===== config.mk =====
export PLATFORM = sky130hd
export DESIGN_NAME = led_matrix_scan_with_sprite_overlay
export DESIGN_NICKNAME = d
export VERILOG_FILES = /design/src/hdl/lmsso_pkg.sv /design/src/hdl/lmsso_frame.sv /design/src/hdl/lmsso_sprite.sv /design/src/hdl/led_matrix_scan_with_sprite_overlay.sv
export SDC_FILE = /design/constraint.sdc
export NUM_CORES = 1
export LEC_CHECK = 0
export BUFFER_PORTS_ARGS = -buffer_cell sky130_fd_sc_hd__buf_2
export CAP_MARGIN = 20
export CORE_ASPECT_RATIO = 1.4
export CORE_MARGIN = 2
export CORE_UTILIZATION = 25
export DETAILED_ROUTE_END_ITERATION = 6
export HOLD_SLACK_MARGIN = 0.08
export PLACE_DENSITY = 0.36
export SYNTH_ARGS = -nofsm -noshare
export SYNTH_HDL_FRONTEND = slang
export SYNTH_HIERARCHICAL = 1
export SYNTH_SLANG_ARGS = --single-unit

===== constraint.sdc =====
create_clock -name clk -period 4.4 [get_ports clk]
set_input_delay 0.66 -clock clk [delete_from_list [all_inputs] [get_ports clk]]
set_output_delay 0.66 -clock clk [all_outputs]
set_load 0.01 [all_outputs]

===== src/hdl/lmsso_pkg.sv =====
// Shared constants and types for the LED matrix scan driver with sprite overlay.
`default_nettype none
package lmsso_pkg;

	// Default matrix geometry
	localparam int LMSSO_ROWS        = 16;
	localparam int LMSSO_COLUMNS     = 8;
	localparam int LMSSO_SPRITE_ROWS = 4;

	localparam int KIND_W = 3;

	// Item kinds; codes five to seven carry no meaning and are dropped
	typedef enum logic [KIND_W-1:0] {
		KIND_TICK      = 3'd0,
		KIND_WR_PIXEL  = 3'd1,
		KIND_TGL_PIXEL = 3'd2,
		KIND_WR_SPRITE = 3'd3,
		KIND_SET_POS   = 3'd4
	} kind_t;

	// Decoded state-update strobes for one transaction
	typedef struct packed {
		logic wr_pixel;
		logic tgl_pixel;
		logic wr_sprite;
		logic set_pos;
	} cmd_t;

endpackage
`default_nettype wire


===== src/hdl/lmsso_frame.sv =====
// Frame store: pixel set, clear and toggle, and column readout for the scan.
`default_nettype none
module lmsso_frame #(
	parameter int ROWS    = lmsso_pkg::LMSSO_ROWS,
	parameter int COLUMNS = lmsso_pkg::LMSSO_COLUMNS
) (
	input  wire logic                       clk,
	input  wire logic                       arst_n,
	input  wire lmsso_pkg::cmd_t            cmd,
	input  wire logic [$clog2(COLUMNS)-1:0] pixel_col,
	input  wire logic [$clog2(ROWS)-1:0]    pixel_row,
	input  wire logic                       pixel_on,
	input  wire logic [$clog2(COLUMNS)-1:0] scan_col,
	output logic      [ROWS-1:0]            col_bits
);

	localparam int RW = $clog2(ROWS);
	localparam int CW = $clog2(COLUMNS);
	localparam logic [RW:0] ROWS_C = (RW+1)'(ROWS);
	localparam logic [CW:0] COLS_C = (CW+1)'(COLUMNS);

	logic [COLUMNS-1:0] frame_q [ROWS];
	logic               hit;

	// Drop pixels that fall outside the matrix
	assign hit = ({1'b0, pixel_row} < ROWS_C) && ({1'b0, pixel_col} < COLS_C);

	// Update one pixel per transaction
	always_ff @(posedge clk or negedge arst_n) begin
		if (!arst_n) begin
			for (int r = 0; r < ROWS; r++) begin
				frame_q[r] <= '0;
			end
		end else if (hit) begin
			if (cmd.tgl_pixel) begin
				frame_q[pixel_row][pixel_col] <= ~frame_q[pixel_row][pixel_col];
			end else if (cmd.wr_pixel) begin
				frame_q[pixel_row][pixel_col] <= pixel_on;
			end
		end
	end

	// Read the selected column out of every row
	always_comb begin
		for (int r = 0; r < ROWS; r++) begin
			col_bits[r] = frame_q[r][scan_col];
		end
	end

endmodule
`default_nettype wire


===== src/hdl/lmsso_sprite.sv =====
// Sprite store and position, and the sprite overlay for the scanned column.
`default_nettype none
module lmsso_sprite #(
	parameter int ROWS        = lmsso_pkg::LMSSO_ROWS,
	parameter int COLUMNS     = lmsso_pkg::LMSSO_COLUMNS,
	parameter int SPRITE_ROWS = lmsso_pkg::LMSSO_SPRITE_ROWS
) (
	input  wire logic                                  clk,
	input  wire logic                                  arst_n,
	input  wire lmsso_pkg::cmd_t                       cmd,
	input  wire logic [((SPRITE_ROWS > 1) ? $clog2(SPRITE_ROWS) : 1)-1:0] sprite_index,
	input  wire logic [COLUMNS-1:0]                    sprite_bits,
	input  wire logic [$clog2(ROWS+SPRITE_ROWS)-1:0]   sprite_bottom,
	input  wire logic [$clog2(COLUMNS)-1:0]            scan_col,
	output logic      [ROWS-1:0]                       overlay
);

	localparam int SW = (SPRITE_ROWS > 1) ? $clog2(SPRITE_ROWS) : 1;
	localparam int PW = $clog2(ROWS + SPRITE_ROWS);
	localparam logic [SW:0] SROWS_C = (SW+1)'(SPRITE_ROWS);

	logic [COLUMNS-1:0] sprite_q [SPRITE_ROWS];
	logic [PW-1:0]      pos_q;

	// Hold sprite rows and bottom position
	always_ff @(posedge clk or negedge arst_n) begin
		if (!arst_n) begin
			for (int k = 0; k < SPRITE_ROWS; k++) begin
				sprite_q[k] <= '0;
			end
			pos_q <= '0;
		end else begin
			if (cmd.wr_sprite && ({1'b0, sprite_index} < SROWS_C)) begin
				sprite_q[sprite_index] <= sprite_bits;
			end
			if (cmd.set_pos) begin
				pos_q <= sprite_bottom;
			end
		end
	end

	// Row i is covered when pos-SPRITE_ROWS <= i < pos, by sprite row i+SPRITE_ROWS-pos
	for (genvar i = 0; i < ROWS; i++) begin : g_row
		localparam logic [PW-1:0] ROW_C = PW'(i);
		localparam logic [PW-1:0] TOP_C = PW'(i + SPRITE_ROWS);
		logic          covered;
		logic [PW-1:0] diff;
		logic [SW-1:0] k;

		assign covered     = (pos_q > ROW_C) && (pos_q <= TOP_C);
		assign diff        = TOP_C - pos_q;
		assign k           = diff[SW-1:0];
		assign overlay[i]  = covered && sprite_q[k][scan_col];
	end

endmodule
`default_nettype wire


===== src/hdl/led_matrix_scan_with_sprite_overlay.sv =====
// Top level: input stage, scan column counter and line drive result register.
// A tick passes through the input stage and then the result register before it shows on out_valid.
// Throughput: one transaction per cycle of any kind while the result side does not stall;
// a tick waits in the input stage only while the result register holds an untaken result.
// Write kinds update state in the cycle after acceptance and give no result.
// Reset (arst_n low) clears frame, sprite, sprite position, scan column and all valid flags.
`default_nettype none
module led_matrix_scan_with_sprite_overlay #(
	parameter int ROWS        = lmsso_pkg::LMSSO_ROWS,
	parameter int COLUMNS     = lmsso_pkg::LMSSO_COLUMNS,
	parameter int SPRITE_ROWS = lmsso_pkg::LMSSO_SPRITE_ROWS
) (
	input  wire logic                                  clk,
	input  wire logic                                  arst_n,
	input  wire logic                                  in_valid,
	output logic                                       in_stall,
	input  wire logic [lmsso_pkg::KIND_W-1:0]          kind,
	input  wire logic [$clog2(COLUMNS)-1:0]            pixel_col,
	input  wire logic [$clog2(ROWS)-1:0]               pixel_row,
	input  wire logic                                  pixel_on,
	input  wire logic [((SPRITE_ROWS > 1) ? $clog2(SPRITE_ROWS) : 1)-1:0] sprite_index,
	input  wire logic [COLUMNS-1:0]                    sprite_bits,
	input  wire logic [$clog2(ROWS+SPRITE_ROWS)-1:0]   sprite_bottom,
	output logic                                       out_valid,
	input  wire logic                                  out_stall,
	output logic      [COLUMNS-1:0]                    scan_select,
	output logic      [ROWS-1:0]                       line_drive
);

	localparam int RW = $clog2(ROWS);
	localparam int CW = $clog2(COLUMNS);
	localparam int SW = (SPRITE_ROWS > 1) ? $clog2(SPRITE_ROWS) : 1;
	localparam int PW = $clog2(ROWS + SPRITE_ROWS);
	localparam logic [CW-1:0] LAST_COL = CW'(COLUMNS - 1);

	// Input stage
	logic                          valid_s1;
	logic [lmsso_pkg::KIND_W-1:0]  kind_s1;
	logic [CW-1:0]                 pixel_col_s1;
	logic [RW-1:0]                 pixel_row_s1;
	logic                          pixel_on_s1;
	logic [SW-1:0]                 sprite_index_s1;
	logic [COLUMNS-1:0]            sprite_bits_s1;
	logic [PW-1:0]                 sprite_bottom_s1;

	logic                          is_tick;
	lmsso_pkg::cmd_t               dec;
	lmsso_pkg::cmd_t               cmd;
	logic                          advance;

	logic [CW-1:0]                 scan_col_q;
	logic [ROWS-1:0]               col_bits;
	logic [ROWS-1:0]               overlay;

	logic                          out_valid_q;
	logic [COLUMNS-1:0]            scan_select_q;
	logic [ROWS-1:0]               line_drive_q;

	// Decode the staged kind
	always_comb begin
		dec     = '0;
		is_tick = 1'b0;
		case (lmsso_pkg::kind_t'(kind_s1))
			lmsso_pkg::KIND_TICK:      is_tick       = 1'b1;
			lmsso_pkg::KIND_WR_PIXEL:  dec.wr_pixel  = 1'b1;
			lmsso_pkg::KIND_TGL_PIXEL: dec.tgl_pixel = 1'b1;
			lmsso_pkg::KIND_WR_SPRITE: dec.wr_sprite = 1'b1;
			lmsso_pkg::KIND_SET_POS:   dec.set_pos   = 1'b1;
			default: begin
				dec     = '0;
				is_tick = 1'b0;
			end
		endcase
	end

	// Retire the staged transaction unless a tick finds the result register blocked
	assign advance  = valid_s1 && (!is_tick || !out_valid_q || !out_stall);
	assign in_stall = valid_s1 && !advance;
	assign cmd      = advance ? dec : '0;

	// Load the input stage
	always_ff @(posedge clk or negedge arst_n) begin
		if (!arst_n) begin
			valid_s1 <= 1'b0;
		end else if (!in_stall) begin
			valid_s1 <= in_valid;
		end
	end

	always_ff @(posedge clk) begin
		if (in_valid && !in_stall) begin
			kind_s1          <= kind;
			pixel_col_s1     <= pixel_col;
			pixel_row_s1     <= pixel_row;
			pixel_on_s1      <= pixel_on;
			sprite_index_s1  <= sprite_index;
			sprite_bits_s1   <= sprite_bits;
			sprite_bottom_s1 <= sprite_bottom;
		end
	end

	lmsso_frame #(
		.ROWS    (ROWS),
		.COLUMNS (COLUMNS)
	) u_frame (
		.clk       (clk),
		.arst_n    (arst_n),
		.cmd       (cmd),
		.pixel_col (pixel_col_s1),
		.pixel_row (pixel_row_s1),
		.pixel_on  (pixel_on_s1),
		.scan_col  (scan_col_q),
		.col_bits  (col_bits)
	);

	lmsso_sprite #(
		.ROWS        (ROWS),
		.COLUMNS     (COLUMNS),
		.SPRITE_ROWS (SPRITE_ROWS)
	) u_sprite (
		.clk           (clk),
		.arst_n        (arst_n),
		.cmd           (cmd),
		.sprite_index  (sprite_index_s1),
		.sprite_bits   (sprite_bits_s1),
		.sprite_bottom (sprite_bottom_s1),
		.scan_col      (scan_col_q),
		.overlay       (overlay)
	);

	// Advance the scan column on each retired tick
	always_ff @(posedge clk or negedge arst_n) begin
		if (!arst_n) begin
			scan_col_q <= '0;
		end else if (advance && is_tick) begin
			scan_col_q <= (scan_col_q == LAST_COL) ? '0 : scan_col_q + 1'b1;
		end
	end

	// Result register
	always_ff @(posedge clk or negedge arst_n) begin
		if (!arst_n) begin
			out_valid_q <= 1'b0;
		end else if (advance && is_tick) begin
			out_valid_q <= 1'b1;
		end else if (!out_stall) begin
			out_valid_q <= 1'b0;
		end
	end

	always_ff @(posedge clk) begin
		if (advance && is_tick) begin
			scan_select_q <= COLUMNS'(1) << scan_col_q;
			line_drive_q  <= col_bits | overlay;
		end
	end

	assign out_valid   = out_valid_q;
	assign scan_select = scan_select_q;
	assign line_drive  = line_drive_q;

`ifndef SYNTHESIS
	localparam logic [CW:0] COLS_C = (CW+1)'(COLUMNS);

	a_select_onehot: assert property (@(posedge clk) disable iff (!arst_n)
		out_valid_q |-> $onehot(scan_select_q))
		else $error("scan select is not one-hot");

	a_tick_gives_result: assert property (@(posedge clk) disable iff (!arst_n)
		(advance && is_tick) |=> out_valid_q)
		else $error("retired tick did not load a result");

	a_no_stall_when_empty: assert property (@(posedge clk) disable iff (!arst_n)
		!valid_s1 |-> !in_stall)
		else $error("input stalled with empty input stage");

	a_col_in_range: assert property (@(posedge clk) disable iff (!arst_n)
		({1'b0, scan_col_q} < COLS_C))
		else $error("scan column out of range");

	a_write_keeps_col: assert property (@(posedge clk) disable iff (!arst_n)
		(advance && !is_tick) |=> $stable(scan_col_q))
		else $error("scan column moved on a write transaction");
`endif

endmodule
`default_nettype wire


==> flow_metrics.env <==
export IMPL_area_growth_pct=13.6
export IMPL_critPathArrivalTime_ns=4.17
export IMPL_synthesis_area_mm2=0.0123
export IMPL_die_w_um=192
export IMPL_first_pass_iters=4
export IMPL_start_util_pct=25.2
export IMPL_hpwlAfterDp_um=28500
export IMPL_cts_buffers=25
export IMPL_synth_compound_area_share_pct=3.22
export IMPL_yosys_area_share_simple_pct=11.7
export IMPL_setup_viol=0
export IMPL_clock_path_buffers=3
export IMPL_grt_usage_pct=16.0
export IMPL_worst_r2r_path_depth=8
export IMPL_postCtsSetupBuffers=0
export IMPL_muxShareOfSynthArea_pct=33.7
export IMPL_cts_resized_gates=0
export IMPL_n_antenna_cell=0
export IMPL_cts_num_sinks=220
export IMPL_path_clk_slew_ns=0.06
export IMPL_crit_fanout=64
export IMPL_path_class="reg -> reg"
export IMPL_antenna_found_initial=0
export IMPL_yosysMostFrequentCell="mux2_2"
export IMPL_synth_area_per_cell_um2=12.7
export IMPL_status="finished, final reports clean"
export IMPL_min_period_ns=3.68
export IMPL_die_height_um=267
export IMPL_final_antenna_net_count=0
export IMPL_clock_latency_ns=0.55
export IMPL_gp_congestion=0.785
export IMPL_synthTopCellsByArea="dfrtp_1, mux2_2, edfxtp_1"
export IMPL_final_fill_count=5006
export IMPL_grt_overflow_total=0
export IMPL_die_area_mm2=0.0511
export IMPL_htree_levels=1
export IMPL_drc=0
export IMPL_synth_distinct_cells=62
export IMPL_drv_slew=0
export IMPL_period_share_pct=83.7
export IMPL_hp_class="in -> async"
export IMPL_maxCapViolations=0
export IMPL_power_total_mw=6.08
export IMPL_ys_ff_latch=220
export IMPL_hold_buffers=0
export IMPL_grt_pass1_vias=8681
export IMPL_synth_top_area_share_pct=34.5
export IMPL_synth_commonest_cells="mux2_2, dfrtp_1, nor2_1"
export IMPL_cts_tree="built"
export IMPL_synthXorXnorAreaFrac_pct=0.284
export IMPL_synth_edff_count=50
export IMPL_synth_top_family_by_area="multiplexers"
export IMPL_yosys_area_top_type="dfrtp_1"
export IMPL_setup_tns_ns=0
export IMPL_synthArstFlopShare_pct=77.3
export IMPL_rsz0062_at_grt="no"
export IMPL_grt_max_degree=76
export IMPL_synth_fa_ha_area_share_pct=0.813
export IMPL_wl_um=40300
export IMPL_synth_nets=1010
export IMPL_rows=96
export IMPL_rr_endpoint="u_frame/frame_q[33]"
export IMPL_syn_inst=972
export IMPL_grt_pass1_wl_um=60200
export IMPL_port_buffers=55
export IMPL_powerDensity_mw_per_mm2=435
export IMPL_layout_nets=1054
export IMPL_slew_headroom_pct=41.8
export IMPL_num_io_pins=56
export IMPL_ys_seq_area_share_pct=46.7
export IMPL_cp_start_kind="flip-flop"
export IMPL_fin_area_mm2=0.0140
export IMPL_core_area_mm2=0.0489
export IMPL_worstSetupEndpointType="flip-flop"
export IMPL_final_hold_viol_count=0
export IMPL_synth_ff_type="dfrtp_1"
export IMPL_worst_pin_slew_ns=0.873
export IMPL_yosysWarnings=6
export IMPL_max_freq_mhz=272
export IMPL_ir_drop_mv=0.345
export IMPL_drive_gt1_share_pct=36.8
export IMPL_dr_first_iter_drc_count=448
export IMPL_rr_startpoint="pixel_row_s1[1]"
export IMPL_wl_per_cell_um=24.1
export IMPL_required_ns=4.88
export IMPL_reg2reg_slack_ns=0.72
export IMPL_skew_ns=0.0167
export IMPL_clockRootBuffer="clkbuf_16"
export IMPL_leakage_nw=5.88
export IMPL_vias_per_cell=4.86
export IMPL_place_area_mm2=0.0132
export IMPL_fin_util_pct=28.6
export IMPL_via_count=8109
[power breakdown]
part / leakage [nW] / switching [mW] / internal [mW]
Combinational: 2.73 / 0.806 / 0.705
Sequential: 2.79 / 0.286 / 2.26
Clock: 0.367 / 0.895 / 1.14
[critical path, stage by stage, from the launching register on]
cell       delay, ns
edfxtp_1        0.91
buf_4           0.30
and2_1          0.39
a2bb2oi_1       0.12
o2111ai_1       0.13
nor4bb_1        0.57
a41o_2          0.30
buf_4           0.53
mux2_2          0.29
[cells by family after synthesis]
family / after synthesis
buf+inv: 71
xor+xnor: 4
fa+ha+maj: 8
compound gates: 56
mux: 310
flops: 220
simple gates: 303
[stage by stage]
stage / setup WS [ns] / cells / hold WS (ns)
after global routing: 0.425 / 1670 / 0.139
final: 0.719 / 1670 / 0.105
after CTS: 0.677 / 1670 / 0.106
after global placement: 0.721 / 1625 / 0.492
after detailed placement: 0.695 / 1626 / 0.486
after floorplan: 1.51 / 972 / 0.364
[routing by layer]
layer / vias to the layer above / share of wire [%] / track usage [%]
met5: - / 0 / 0
met4: 0 / 3.4 / 5.88
met3: 59 / 3.1 / 1.97
met2: 158 / 54 / 29.9
met1: 4217 / 39 / 18.5
li1: 3675 / - / -
[cell usage in the layout (no fill, tap or decap), types with 5 or more instances in the layout]
cell / instances
a2111oi_0: 6
a21oi_1: 5
and2_1: 7
buf_2: 54
buf_4: 22
clkbuf_1: 8
clkbuf_16: 25
dfrtp_1: 168
edfxtp_1: 50
ha_1: 8
inv_1: 8
mux2_1: 31
mux2_2: 174
mux2i_1: 40
mux4_2: 62
nand2_1: 79
nand2b_1: 9
nand3_1: 15
nor2_1: 111
nor2b_1: 13
nor3_1: 14
nor3b_1: 6
nor4_1: 6
o21ai_0: 10
o22ai_1: 12
or2_2: 18
[worst max path at each step]
stage / startpoint / to / depth (start not counted) / slack, ns
2_1_floorplan: u_sprite/pos_q[0] / line_drive[10] / 11 / 1.51
3_3_place_gp: pixel_row_s1[1] / u_frame/frame_q[84] / 7 / 0.72
3_5_place_dp: u_sprite/pos_q[1] / line_drive[0] / 9 / 0.69
4_1_cts: u_sprite/pos_q[1] / line_drive[0] / 9 / 0.68
5_1_grt: u_sprite/pos_q[1] / line_drive[0] / 9 / 0.43
6_report: pixel_row_s1[1] / u_frame/frame_q[33] / 8 / 0.72
[final cells by class]
cell class / count / area [um2] / share of cell area [%]
multi-input combinational: 681 / 6130 / 43.8
tap: 637 / 797 / 5.70
clock inverter: 9 / 72.6 / 0.519
sequential: 220 / 5760 / 41.2
inverter: 8 / 30.0 / 0.215
clock buffer: 35 / 683 / 4.88
timing repair buffer: 80 / 514 / 3.68
[state kept, by name, summed over array words and instances, names as in the netlist, 4 cells and up]
name	flops
pixel_row_s1	4
line_drive	16
scan_select	8
u_sprite/pos_q	5
u_sprite/sprite_q	32
sprite_bits_s1	8
sprite_bottom_s1	5
u_frame/frame_q	128
No activity file was read; power rests on OpenSTA's default activity.
